$ cat src/design/ssf_pkg.sv
// Shared types, constants and helpers for the case-folding substring search.
// Used by every file in the design folder; depends on nothing.

package ssf_pkg;

  // Sizing
  localparam int NEEDLE_MAX    = 16;
  localparam int POSITION_BITS = 16;
  localparam int OFFSET_W      = 16;
  localparam int POS_W         = (POSITION_BITS < OFFSET_W) ? POSITION_BITS : OFFSET_W;
  localparam int LEN_W         = $clog2(NEEDLE_MAX + 1);
  localparam int NIDX_W        = (NEEDLE_MAX > 1) ? $clog2(NEEDLE_MAX) : 1;

  // Configuration port
  localparam int APB_ADDR_W = 3;
  localparam int APB_DATA_W = 32;
  localparam int REG_IDX_W  = 1;
  localparam logic [REG_IDX_W-1:0] REG_CASE_INSENSITIVE = 1'd0;

  // Request kinds
  localparam logic REQ_NEEDLE   = 1'b0;
  localparam logic REQ_HAYSTACK = 1'b1;

  // Result status codes
  localparam logic [1:0] STATUS_MATCH    = 2'd0;
  localparam logic [1:0] STATUS_NO_MATCH = 2'd1;
  localparam logic [1:0] STATUS_OVERFLOW = 2'd2;

  // ASCII folding: 'A' base, span of the upper-case range, offset to lower case
  localparam logic [7:0] FOLD_LO   = 8'h41;
  localparam logic [7:0] FOLD_SPAN = 8'h19;
  localparam logic [7:0] FOLD_ADD  = 8'h20;

  typedef struct packed {
    logic       req_type;
    logic [7:0] data_byte;
    logic       needle_start;
  } ssf_item_t;

  typedef struct packed {
    logic                valid;
    logic [1:0]          search_status;
    logic [OFFSET_W-1:0] match_offset;
  } ssf_res_t;

  // Fold A-Z to lower case when enabled
  function automatic logic [7:0] fold_byte(input logic [7:0] b, input logic en);
    logic [7:0] d;
    d = b - FOLD_LO;
    if (en && (d <= FOLD_SPAN)) begin
      return b + FOLD_ADD;
    end
    return b;
  endfunction

endpackage

$ cat src/design/ssf_if.sv
// Stream channel interfaces for the search requests and the search results.
// Depends on ssf_pkg for field widths.

interface ssf_req_if;
  logic       valid;
  logic       ready;
  logic       req_type;
  logic [7:0] data_byte;
  logic       needle_start;

  modport source (output valid, output req_type, output data_byte, output needle_start,
                  input ready);
  modport sink   (input valid, input req_type, input data_byte, input needle_start,
                  output ready);
endinterface

interface ssf_rsp_if;
  logic                         valid;
  logic                         ready;
  logic [1:0]                   search_status;
  logic [ssf_pkg::OFFSET_W-1:0] match_offset;

  modport source (output valid, output search_status, output match_offset, input ready);
  modport sink   (input valid, input search_status, input match_offset, output ready);
endinterface

$ cat src/design/substring_search_case_fold_core.sv
// Top level of the streaming first-occurrence substring search with case folding.
// Depends on ssf_pkg, ssf_if, ssf_cfg and ssf_engine.
//
//   channel   | dir | handshake          | beat contents
//   request   | in  | valid/ready        | req_type, data_byte, needle_start
//   response  | out | valid/ready        | search_status, match_offset
//   apb       | in  | psel/penable/pready| case_insensitive at word 0
//
// One beat per cycle sustained while response.ready stays high; a result passes
// through the input register and then the result register.
// The needle compare and partial-match update sit between those two registers.
// rst is synchronous and clears all control state; needle bytes are not cleared.
// A stalled result holds the result register; the input register keeps one more
// beat and then request.ready drops.

module substring_search_case_fold_core (
  input  logic                           clk,
  input  logic                           rst,
  ssf_req_if.sink                        request,
  ssf_rsp_if.source                      response,
  input  logic                           psel,
  input  logic                           penable,
  input  logic                           pwrite,
  input  logic [ssf_pkg::APB_ADDR_W-1:0] paddr,
  input  logic [ssf_pkg::APB_DATA_W-1:0] pwdata,
  output logic [ssf_pkg::APB_DATA_W-1:0] prdata,
  output logic                           pready
);

  logic               case_insensitive;
  logic               stage_valid;
  ssf_pkg::ssf_item_t stage_item;
  logic               out_valid;
  logic [1:0]         out_status;
  logic [ssf_pkg::OFFSET_W-1:0] out_offset;
  logic               fire;
  ssf_pkg::ssf_res_t  res;

  ssf_cfg u_cfg (
    .clk              (clk),
    .rst              (rst),
    .psel             (psel),
    .penable          (penable),
    .pwrite           (pwrite),
    .paddr            (paddr),
    .pwdata           (pwdata),
    .prdata           (prdata),
    .pready           (pready),
    .case_insensitive (case_insensitive)
  );

  // Consume the staged beat whenever the result register can take a result
  assign fire          = stage_valid && (!out_valid || response.ready);
  assign request.ready = !stage_valid || !out_valid || response.ready;

  // Input register
  always_ff @(posedge clk) begin
    if (rst) begin
      stage_valid <= 1'b0;
    end else if (request.ready) begin
      stage_valid <= request.valid;
    end
  end

  always_ff @(posedge clk) begin
    if (request.valid && request.ready) begin
      stage_item.req_type     <= request.req_type;
      stage_item.data_byte    <= request.data_byte;
      stage_item.needle_start <= request.needle_start;
    end
  end

  ssf_engine u_engine (
    .clk              (clk),
    .rst              (rst),
    .fire             (fire),
    .item             (stage_item),
    .case_insensitive (case_insensitive),
    .res              (res)
  );

  // Result register: load on fire, drop once taken
  always_ff @(posedge clk) begin
    if (rst) begin
      out_valid <= 1'b0;
    end else if (fire) begin
      out_valid <= res.valid;
    end else if (response.ready) begin
      out_valid <= 1'b0;
    end
  end

  always_ff @(posedge clk) begin
    if (fire && res.valid) begin
      out_status <= res.search_status;
      out_offset <= res.match_offset;
    end
  end

  assign response.valid         = out_valid;
  assign response.search_status = out_status;
  assign response.match_offset  = out_offset;

endmodule

$ cat src/design/ssf_cfg.sv
// APB-style register block holding the case_insensitive control bit.
// Depends on ssf_pkg for the address map.

module ssf_cfg (
  input  logic                           clk,
  input  logic                           rst,
  input  logic                           psel,
  input  logic                           penable,
  input  logic                           pwrite,
  input  logic [ssf_pkg::APB_ADDR_W-1:0] paddr,
  input  logic [ssf_pkg::APB_DATA_W-1:0] pwdata,
  output logic [ssf_pkg::APB_DATA_W-1:0] prdata,
  output logic                           pready,
  output logic                           case_insensitive
);

  logic hit_case;

  // Decode the word address, byte lanes ignored
  assign hit_case = (paddr[ssf_pkg::APB_ADDR_W-1:2] == ssf_pkg::REG_CASE_INSENSITIVE);

  // Write on the access phase
  always_ff @(posedge clk) begin
    if (rst) begin
      case_insensitive <= 1'b0;
    end else if (psel && penable && pwrite && pready && hit_case) begin
      case_insensitive <= pwdata[0];
    end
  end

  // Read back
  always_comb begin
    prdata = '0;
    if (hit_case) begin
      prdata[0] = case_insensitive;
    end
  end

  assign pready = 1'b1;

endmodule

$ cat src/design/ssf_engine.sv
// Needle store, parallel comparators and shift-and search state.
// Updates state on each consumed beat and offers at most one result.
// Depends on ssf_pkg.

module ssf_engine (
  input  logic              clk,
  input  logic              rst,
  input  logic              fire,
  input  ssf_pkg::ssf_item_t item,
  input  logic              case_insensitive,
  output ssf_pkg::ssf_res_t res
);

  localparam int N = ssf_pkg::NEEDLE_MAX;

  logic [7:0]                   needle_store [N];
  logic [ssf_pkg::LEN_W-1:0]    needle_length;
  logic                         needle_overflowed;
  logic [N-1:0]                 partial_match_vector;
  logic [ssf_pkg::POS_W-1:0]    haystack_position;
  logic                         search_finished;

  logic [ssf_pkg::LEN_W-1:0]    needle_length_next;
  logic                         needle_overflowed_next;
  logic [N-1:0]                 partial_match_vector_next;
  logic [ssf_pkg::POS_W-1:0]    haystack_position_next;
  logic                         search_finished_next;

  logic [ssf_pkg::LEN_W-1:0]    len_base;
  logic                         store_we;
  logic [7:0]                   hay_folded;
  logic [N-1:0]                 eq;
  logic [N:0]                   shifted;
  logic [N-1:0]                 nv;
  logic [ssf_pkg::LEN_W-1:0]    len_m1;
  logic                         hit;
  logic                         pos_at_limit;
  logic                         searching;

  // Compare the haystack byte against every live needle byte
  assign hay_folded = ssf_pkg::fold_byte(item.data_byte, case_insensitive);

  always_comb begin
    for (int i = 0; i < N; i++) begin
      eq[i] = (ssf_pkg::LEN_W'(i) < needle_length) &&
              (ssf_pkg::fold_byte(needle_store[i], case_insensitive) == hay_folded);
    end
  end

  assign shifted      = {partial_match_vector, 1'b1};
  assign nv           = shifted[N-1:0] & eq;
  assign len_m1       = needle_length - ssf_pkg::LEN_W'(1);
  assign hit          = nv[len_m1[ssf_pkg::NIDX_W-1:0]];
  assign pos_at_limit = (haystack_position == {ssf_pkg::POS_W{1'b1}});
  assign searching    = !search_finished && (needle_length != '0) && !needle_overflowed;

  // Needle base length after an optional restart
  assign len_base = item.needle_start ? '0 : needle_length;
  assign store_we = fire && (item.req_type == ssf_pkg::REQ_NEEDLE) &&
                    (item.data_byte != 8'd0) && (len_base < ssf_pkg::LEN_W'(N));

  // Next state and result for the consumed beat
  always_comb begin
    needle_length_next        = needle_length;
    needle_overflowed_next    = needle_overflowed;
    partial_match_vector_next = partial_match_vector;
    haystack_position_next    = haystack_position;
    search_finished_next      = search_finished;
    res                       = '0;

    if (item.req_type == ssf_pkg::REQ_NEEDLE) begin
      // Load needle byte, restart search
      needle_length_next        = len_base;
      if (item.needle_start) begin
        needle_overflowed_next = 1'b0;
      end
      partial_match_vector_next = '0;
      haystack_position_next    = '0;
      search_finished_next      = 1'b0;
      if (item.data_byte != 8'd0) begin
        if (len_base < ssf_pkg::LEN_W'(N)) begin
          needle_length_next = len_base + ssf_pkg::LEN_W'(1);
        end else begin
          needle_overflowed_next = 1'b1;
        end
      end
    end else if (item.data_byte == 8'd0) begin
      // Terminator: report no match if still open, then clear
      res.valid                 = !search_finished;
      res.search_status         = ssf_pkg::STATUS_NO_MATCH;
      partial_match_vector_next = '0;
      haystack_position_next    = '0;
      search_finished_next      = 1'b0;
    end else if (searching) begin
      if (hit) begin
        res.valid                 = 1'b1;
        res.search_status         = ssf_pkg::STATUS_MATCH;
        res.match_offset          = ssf_pkg::OFFSET_W'(haystack_position) -
                                    ssf_pkg::OFFSET_W'(len_m1);
        search_finished_next      = 1'b1;
        partial_match_vector_next = '0;
      end else if (pos_at_limit) begin
        res.valid                 = 1'b1;
        res.search_status         = ssf_pkg::STATUS_OVERFLOW;
        search_finished_next      = 1'b1;
        partial_match_vector_next = '0;
      end else begin
        partial_match_vector_next = nv;
        haystack_position_next    = haystack_position + ssf_pkg::POS_W'(1);
      end
    end
  end

  // Control state
  always_ff @(posedge clk) begin
    if (rst) begin
      needle_length        <= '0;
      needle_overflowed    <= 1'b0;
      partial_match_vector <= '0;
      haystack_position    <= '0;
      search_finished      <= 1'b0;
    end else if (fire) begin
      needle_length        <= needle_length_next;
      needle_overflowed    <= needle_overflowed_next;
      partial_match_vector <= partial_match_vector_next;
      haystack_position    <= haystack_position_next;
      search_finished      <= search_finished_next;
    end
  end

  // Needle bytes, no reset
  always_ff @(posedge clk) begin
    if (store_we) begin
      needle_store[len_base[ssf_pkg::NIDX_W-1:0]] <= item.data_byte;
    end
  end

endmodule

$ cat src/flat_wrapper.sv
// flat-port wrapper written by rule: the top's interface ports become plain ports
module substring_search_case_fold_core_flat 
  (clk, rst, psel, penable, pwrite, paddr, pwdata, prdata, pready, request_valid, request_req_type, request_data_byte, request_needle_start, request_ready, response_valid, response_search_status, response_match_offset, response_ready);
  ssf_req_if request_i ();
  ssf_rsp_if response_i ();
  input  logic clk;
  input  logic rst;
  input  logic psel;
  input  logic penable;
  input  logic pwrite;
  input  logic [ssf_pkg::APB_ADDR_W-1:0] paddr;
  input  logic [ssf_pkg::APB_DATA_W-1:0] pwdata;
  output logic [ssf_pkg::APB_DATA_W-1:0] prdata;
  output logic pready;
  input wire logic [$bits(request_i.valid)-1:0] request_valid;
  input wire logic [$bits(request_i.req_type)-1:0] request_req_type;
  input wire logic [$bits(request_i.data_byte)-1:0] request_data_byte;
  input wire logic [$bits(request_i.needle_start)-1:0] request_needle_start;
  output wire logic [$bits(request_i.ready)-1:0] request_ready;
  output wire logic [$bits(response_i.valid)-1:0] response_valid;
  output wire logic [$bits(response_i.search_status)-1:0] response_search_status;
  output wire logic [$bits(response_i.match_offset)-1:0] response_match_offset;
  input wire logic [$bits(response_i.ready)-1:0] response_ready;
  assign request_i.valid = request_valid;
  assign request_i.req_type = request_req_type;
  assign request_i.data_byte = request_data_byte;
  assign request_i.needle_start = request_needle_start;
  assign request_ready = request_i.ready;
  assign response_valid = response_i.valid;
  assign response_search_status = response_i.search_status;
  assign response_match_offset = response_i.match_offset;
  assign response_i.ready = response_ready;
  substring_search_case_fold_core u_core (.clk(clk), .rst(rst), .request(request_i), .response(response_i), .psel(psel), .penable(penable), .pwrite(pwrite), .paddr(paddr), .pwdata(pwdata), .prdata(prdata), .pready(pready));
endmodule
$ cat config.mk
export PLATFORM = sky130hd
export DESIGN_NAME = substring_search_case_fold_core_flat
export DESIGN_NICKNAME = d
export VERILOG_FILES = /design/src/design/ssf_pkg.sv /design/src/design/ssf_if.sv /design/src/design/substring_search_case_fold_core.sv /design/src/design/ssf_cfg.sv /design/src/design/ssf_engine.sv /design/src/flat_wrapper.sv
export SDC_FILE = /design/constraint.sdc
export NUM_CORES = 1
export LEC_CHECK = 0
export BUFFER_PORTS_ARGS = -buffer_cell sky130_fd_sc_hd__buf_2
export CORE_AREA = 4 4 167 169
export CTS_BUF_LIST = sky130_fd_sc_hd__clkbuf_8
export DETAILED_ROUTE_END_ITERATION = 6
export DIE_AREA = 0 0 171 173
export PLACE_DENSITY_LB_ADDON = 0.2
export SETUP_SLACK_MARGIN = 0.15
export SYNTH_ARGS = -nofsm -noshare
export SYNTH_HDL_FRONTEND = slang
export SYNTH_SLANG_ARGS = --single-unit
$ cat constraint.sdc
create_clock -name clk -period 4.8 [get_ports clk]
set_input_delay 0.96 -clock clk [delete_from_list [all_inputs] [get_ports clk]]
set_output_delay 0.96 -clock clk [all_outputs]
set_load 0.02 [all_outputs]
==> run summary <==
Registers take between 5000 and 6000 um2. The number of buffers created by CTS came out at 17. The violation count after the first detailed-route iteration came out at around 610. Dividing the detail-routed via count by the number of cells gives 5.57. The count of filler cells inserted in the layout came out at 2483. The weighted congestion reported at the end of routability-driven placement came out at roughly 0.85.

For this design, the slowest cell found on the critical path is a41oi_4. The die height is around 170 um. The area growth from synthesis to layout is 8.72%. Timing would allow up to 229 MHz. In this run the worst hold path is classified as flop to flop. The cell leakage power is approximately 4.6 nW. The clock reaches the later pin of the worst-skew pair after approximately 0.48 ns.

The clock tree root buffer cell is clkbuf_8. The die area came out at between 20000 and 30000 um2. The slew at the pin closest to its max-slew limit came out at 1.07 ns. Setup repair after global routing left no endpoint under its margin. The synthesized area per cell came out at a little over 10 um2. The maximum number of buffers from clock root to sink came out at 2. Leaving out fill and tap cells, the most frequent cell in the layout is edfxtp_1. The ratio of final minimum period to clock period is 0.911. The number of gates given a new drive strength after cts came out at 0. The dominant cell type by count on the critical path is buf_4. The largest single stage delay on the critical path is 0.58 ns. For the worst setup path, the data arrival time is roughly 4.8 ns.

In this run, distinct cell masters in the synthesized netlist total a little under 80. The number of levels the H-tree was split into is 4. The multi-input gate area in the final layout came out at 5650 um2. The total power density per cell area is ~250 nW/um2. The number of routed nets with antenna violations is 0. The category of the critical setup timing path is flop to flop. The number of iterations in the first detailed-routing pass is 5. The post-synthesis sequential element count is ~200.

The worst-path maximum fanout is 12. Across the run, the number of max-cap violations was 0. Before CTS, the worst setup slack after placement is 0.464 ns. The via count is roughly 8600. The proportion of register bits with asynchronous set or reset after synthesis is 0. The run finished with clean final reports. The horizontal die dimension came out at 171 um. The final period demand of the worst path came out at 4.37 ns. The number of standard-cell rows in the floorplan came out at 60. The count of pins over their slew limit came out at 0.

Synthesis handed over a netlist of roughly 1100 instances. The number of antenna violations at the first check in global routing is 0. The number of warnings issued by yosys is 0. The final total negative setup slack is 0 ns. TritonCTS built the clock tree. The number of cells on the worst hold path came out at 2. In the final routed layout, each cell accounts on average for 18.3 um. The HPWL after detailed placement is 20200 um. Clock tree synthesis found a total of 197 sinks. The port buffer count came out at 39. Among all flip-flop cells after synthesis, the most frequent one is edfxtp_1. The final clock skew is 0.0254 ns. The global-route wire length before repair came out at about 43000 um. The antenna diode count is 0.

The worst setup path is captured at a flop. The via count of the first global-routing pass is 8079. For this run, the register share of the synthesized area comes to 0.471. In the final design database the tool counted 1283 nets. The pin count of the biggest net entering global routing is 35. The setup violation total in the final timing report is 0. The worst-case IR drop observed on VDD is roughly 0.16 mV. The critical path goes through ha_1, nor2_1, xnor2_1, buf_4, a41oi_4, buf_4, xnor2_1, a211oi_2, o21ai_0, a2111o_1, a221oi_4, buf_4, nand4_4, or4b_1, a21oi_1.

The number of enable flip-flop cells after synthesis is 156. Clock-pin slew was measured on the worst setup and hold paths at 0.11 ns. The relative slew slack is 0.281. The final number of hold-violating endpoints is 0.

The area of the core is 26600 um2. For this block, the routed nets add up to approximately 28000 um of wire. The data required time at the worst endpoint is 5.20 ns. The initial core utilization is 0.440. The top cell types in the final layout, fill and taps aside, are edfxtp_1 (156), nor2_1 (124), xnor2_1 (81). The aggregate global-route resource usage is 0.186. The residual overflow from global routing came out at 0. The count of cells along the worst register-to-register path is 15. The fraction of final layout cells with drive strength greater than 1 is 0.112.

The worst-case setup margin in the final layout came out at 0.426 ns. The count of pins on the block boundary is 105. The post-synthesis cell area is 11700 um2.

The detailed-route DRC error count came out at 0. STA classifies the critical path startpoint as a flop.
-- repair_timing --
action / 4_1_cts / 5_1_grt
setup buffers: 0 / 4
hold endpoints to repair: 0 / 0
setup endpoints to repair: 0 / 1
hold buffers: 0 / 0
-- area by class of cell --
class | count | area share
Multi-Input combinational cell | 832 | 0.444
Tap cell | 341 | 0.0336
Sequential cell | 197 | 0.433
Clock inverter | 15 | 0.0109
Clock buffer | 17 | 0.0184
Timing Repair Buffer | 84 | 0.0439
Inverter | 52 | 0.0154
-- Yosys cell counts, types with 19 or more instances --
cell type,count,area share
nor3_1,36,0.015
nor4_1,19,0.010
edfxtp_1,156,0.40
xor2_1,71,0.053
nor2_1,124,0.040
buf_4,34,0.022
nand2_1,78,0.025
clkbuf_1,21,0.0067
inv_1,52,0.017
nand3_1,23,0.0099
ha_1,46,0.049
nand4_1,29,0.016
a21oi_1,38,0.016
xnor2_1,81,0.061
dfxtp_1,41,0.070
-- power breakdown --
part / total, mW / switching [mW] / internal [mW]
Clock: 1.05 / 0.663 / 0.386
Combinational: 0.271 / 0.182 / 0.0887
Sequential: 1.85 / 0.00967 / 1.84
Total: 3.17 / 0.855 / 2.32
-- sequential cells by signal, summed over array words and instances (netlist names) --
signal	count
u_core.u_engine.needle_overflowed	1
u_core.stage_item	10
u_core.stage_valid	1
u_core.u_engine.needle_store	128
u_core.u_engine.haystack_position	16
u_core.u_engine.needle_length	5
u_core.u_engine.partial_match_vector	15
u_core.u_engine.search_finished	1
u_core.response.valid	1
u_core.u_cfg.case_insensitive	1
u_core.response.search_status	2
u_core.response.match_offset	16
-- per-layer routing --
metal  track usage  routed length [um]  vias to the layer above
met5             0                   0                        -
met4        0.0515                 609                        0
met3        0.0288                1330                       33
met2         0.312               13400                      215
met1         0.251               12800                     4147
li1              -                   -                     4172
-- kinds of logic (layout without fill, tap and decap cells) --
group           count (synthesis)  in the layout  synth area share
other cells                     2             32          0.000643
flops                         197            197             0.471
mux                            12             12            0.0106
buf+inv                       127            168            0.0557
xor+xnor                      152            152             0.114
compound gates                193            193             0.128
fa+ha+maj                      47             47            0.0510
simple gates                  396            396             0.169
-- worst max-delay path: cells and delay by family (launching register included) --
kind / cells / cell delay [ns]
AO/OA/AOI/OAI: 6 / 1.92
AND/OR/NAND/NOR: 3 / 0.92
buffers and inverters: 3 / 0.62
flip-flops: 1 / 0.45
adder cells (fa/ha/maj): 1 / 0.21
XOR/XNOR: 2 / 0.15
-- stage by stage --
step | area, um2 | total power, mW | utilization | hold WS [ns] | cells
CTS | 12700 | 3.19 | 0.476 | 0.475 | 1534
detailed placement | 12300 | 2.16 | 0.462 | 0.453 | 1502
finish | 12700 | 3.17 | 0.478 | 0.473 | 1538
global route | 12700 | 3.28 | 0.478 | 0.496 | 1538
floorplan | 11800 | 2.09 | - | 0.432 | 1156
global placement | 12300 | 2.15 | 0.462 | 0.445 | 1502
-- worst paths after layout --
check	to	slack [ns]	from
worst max-delay path	u_core.u_engine.partial_match_vector[10]	0.43	u_core.stage_item[7]
worst min-delay path	u_core.u_engine.partial_match_vector[6]	0.47	u_core.u_engine.partial_match_vector[6]
worst min register to register	u_core.u_engine.partial_match_vector[6]	0.47	u_core.u_engine.partial_match_vector[6]
worst max register to register	u_core.u_engine.partial_match_vector[10]	0.43	u_core.stage_item[7]
Note: power is estimated with default switching activity, not from simulation.
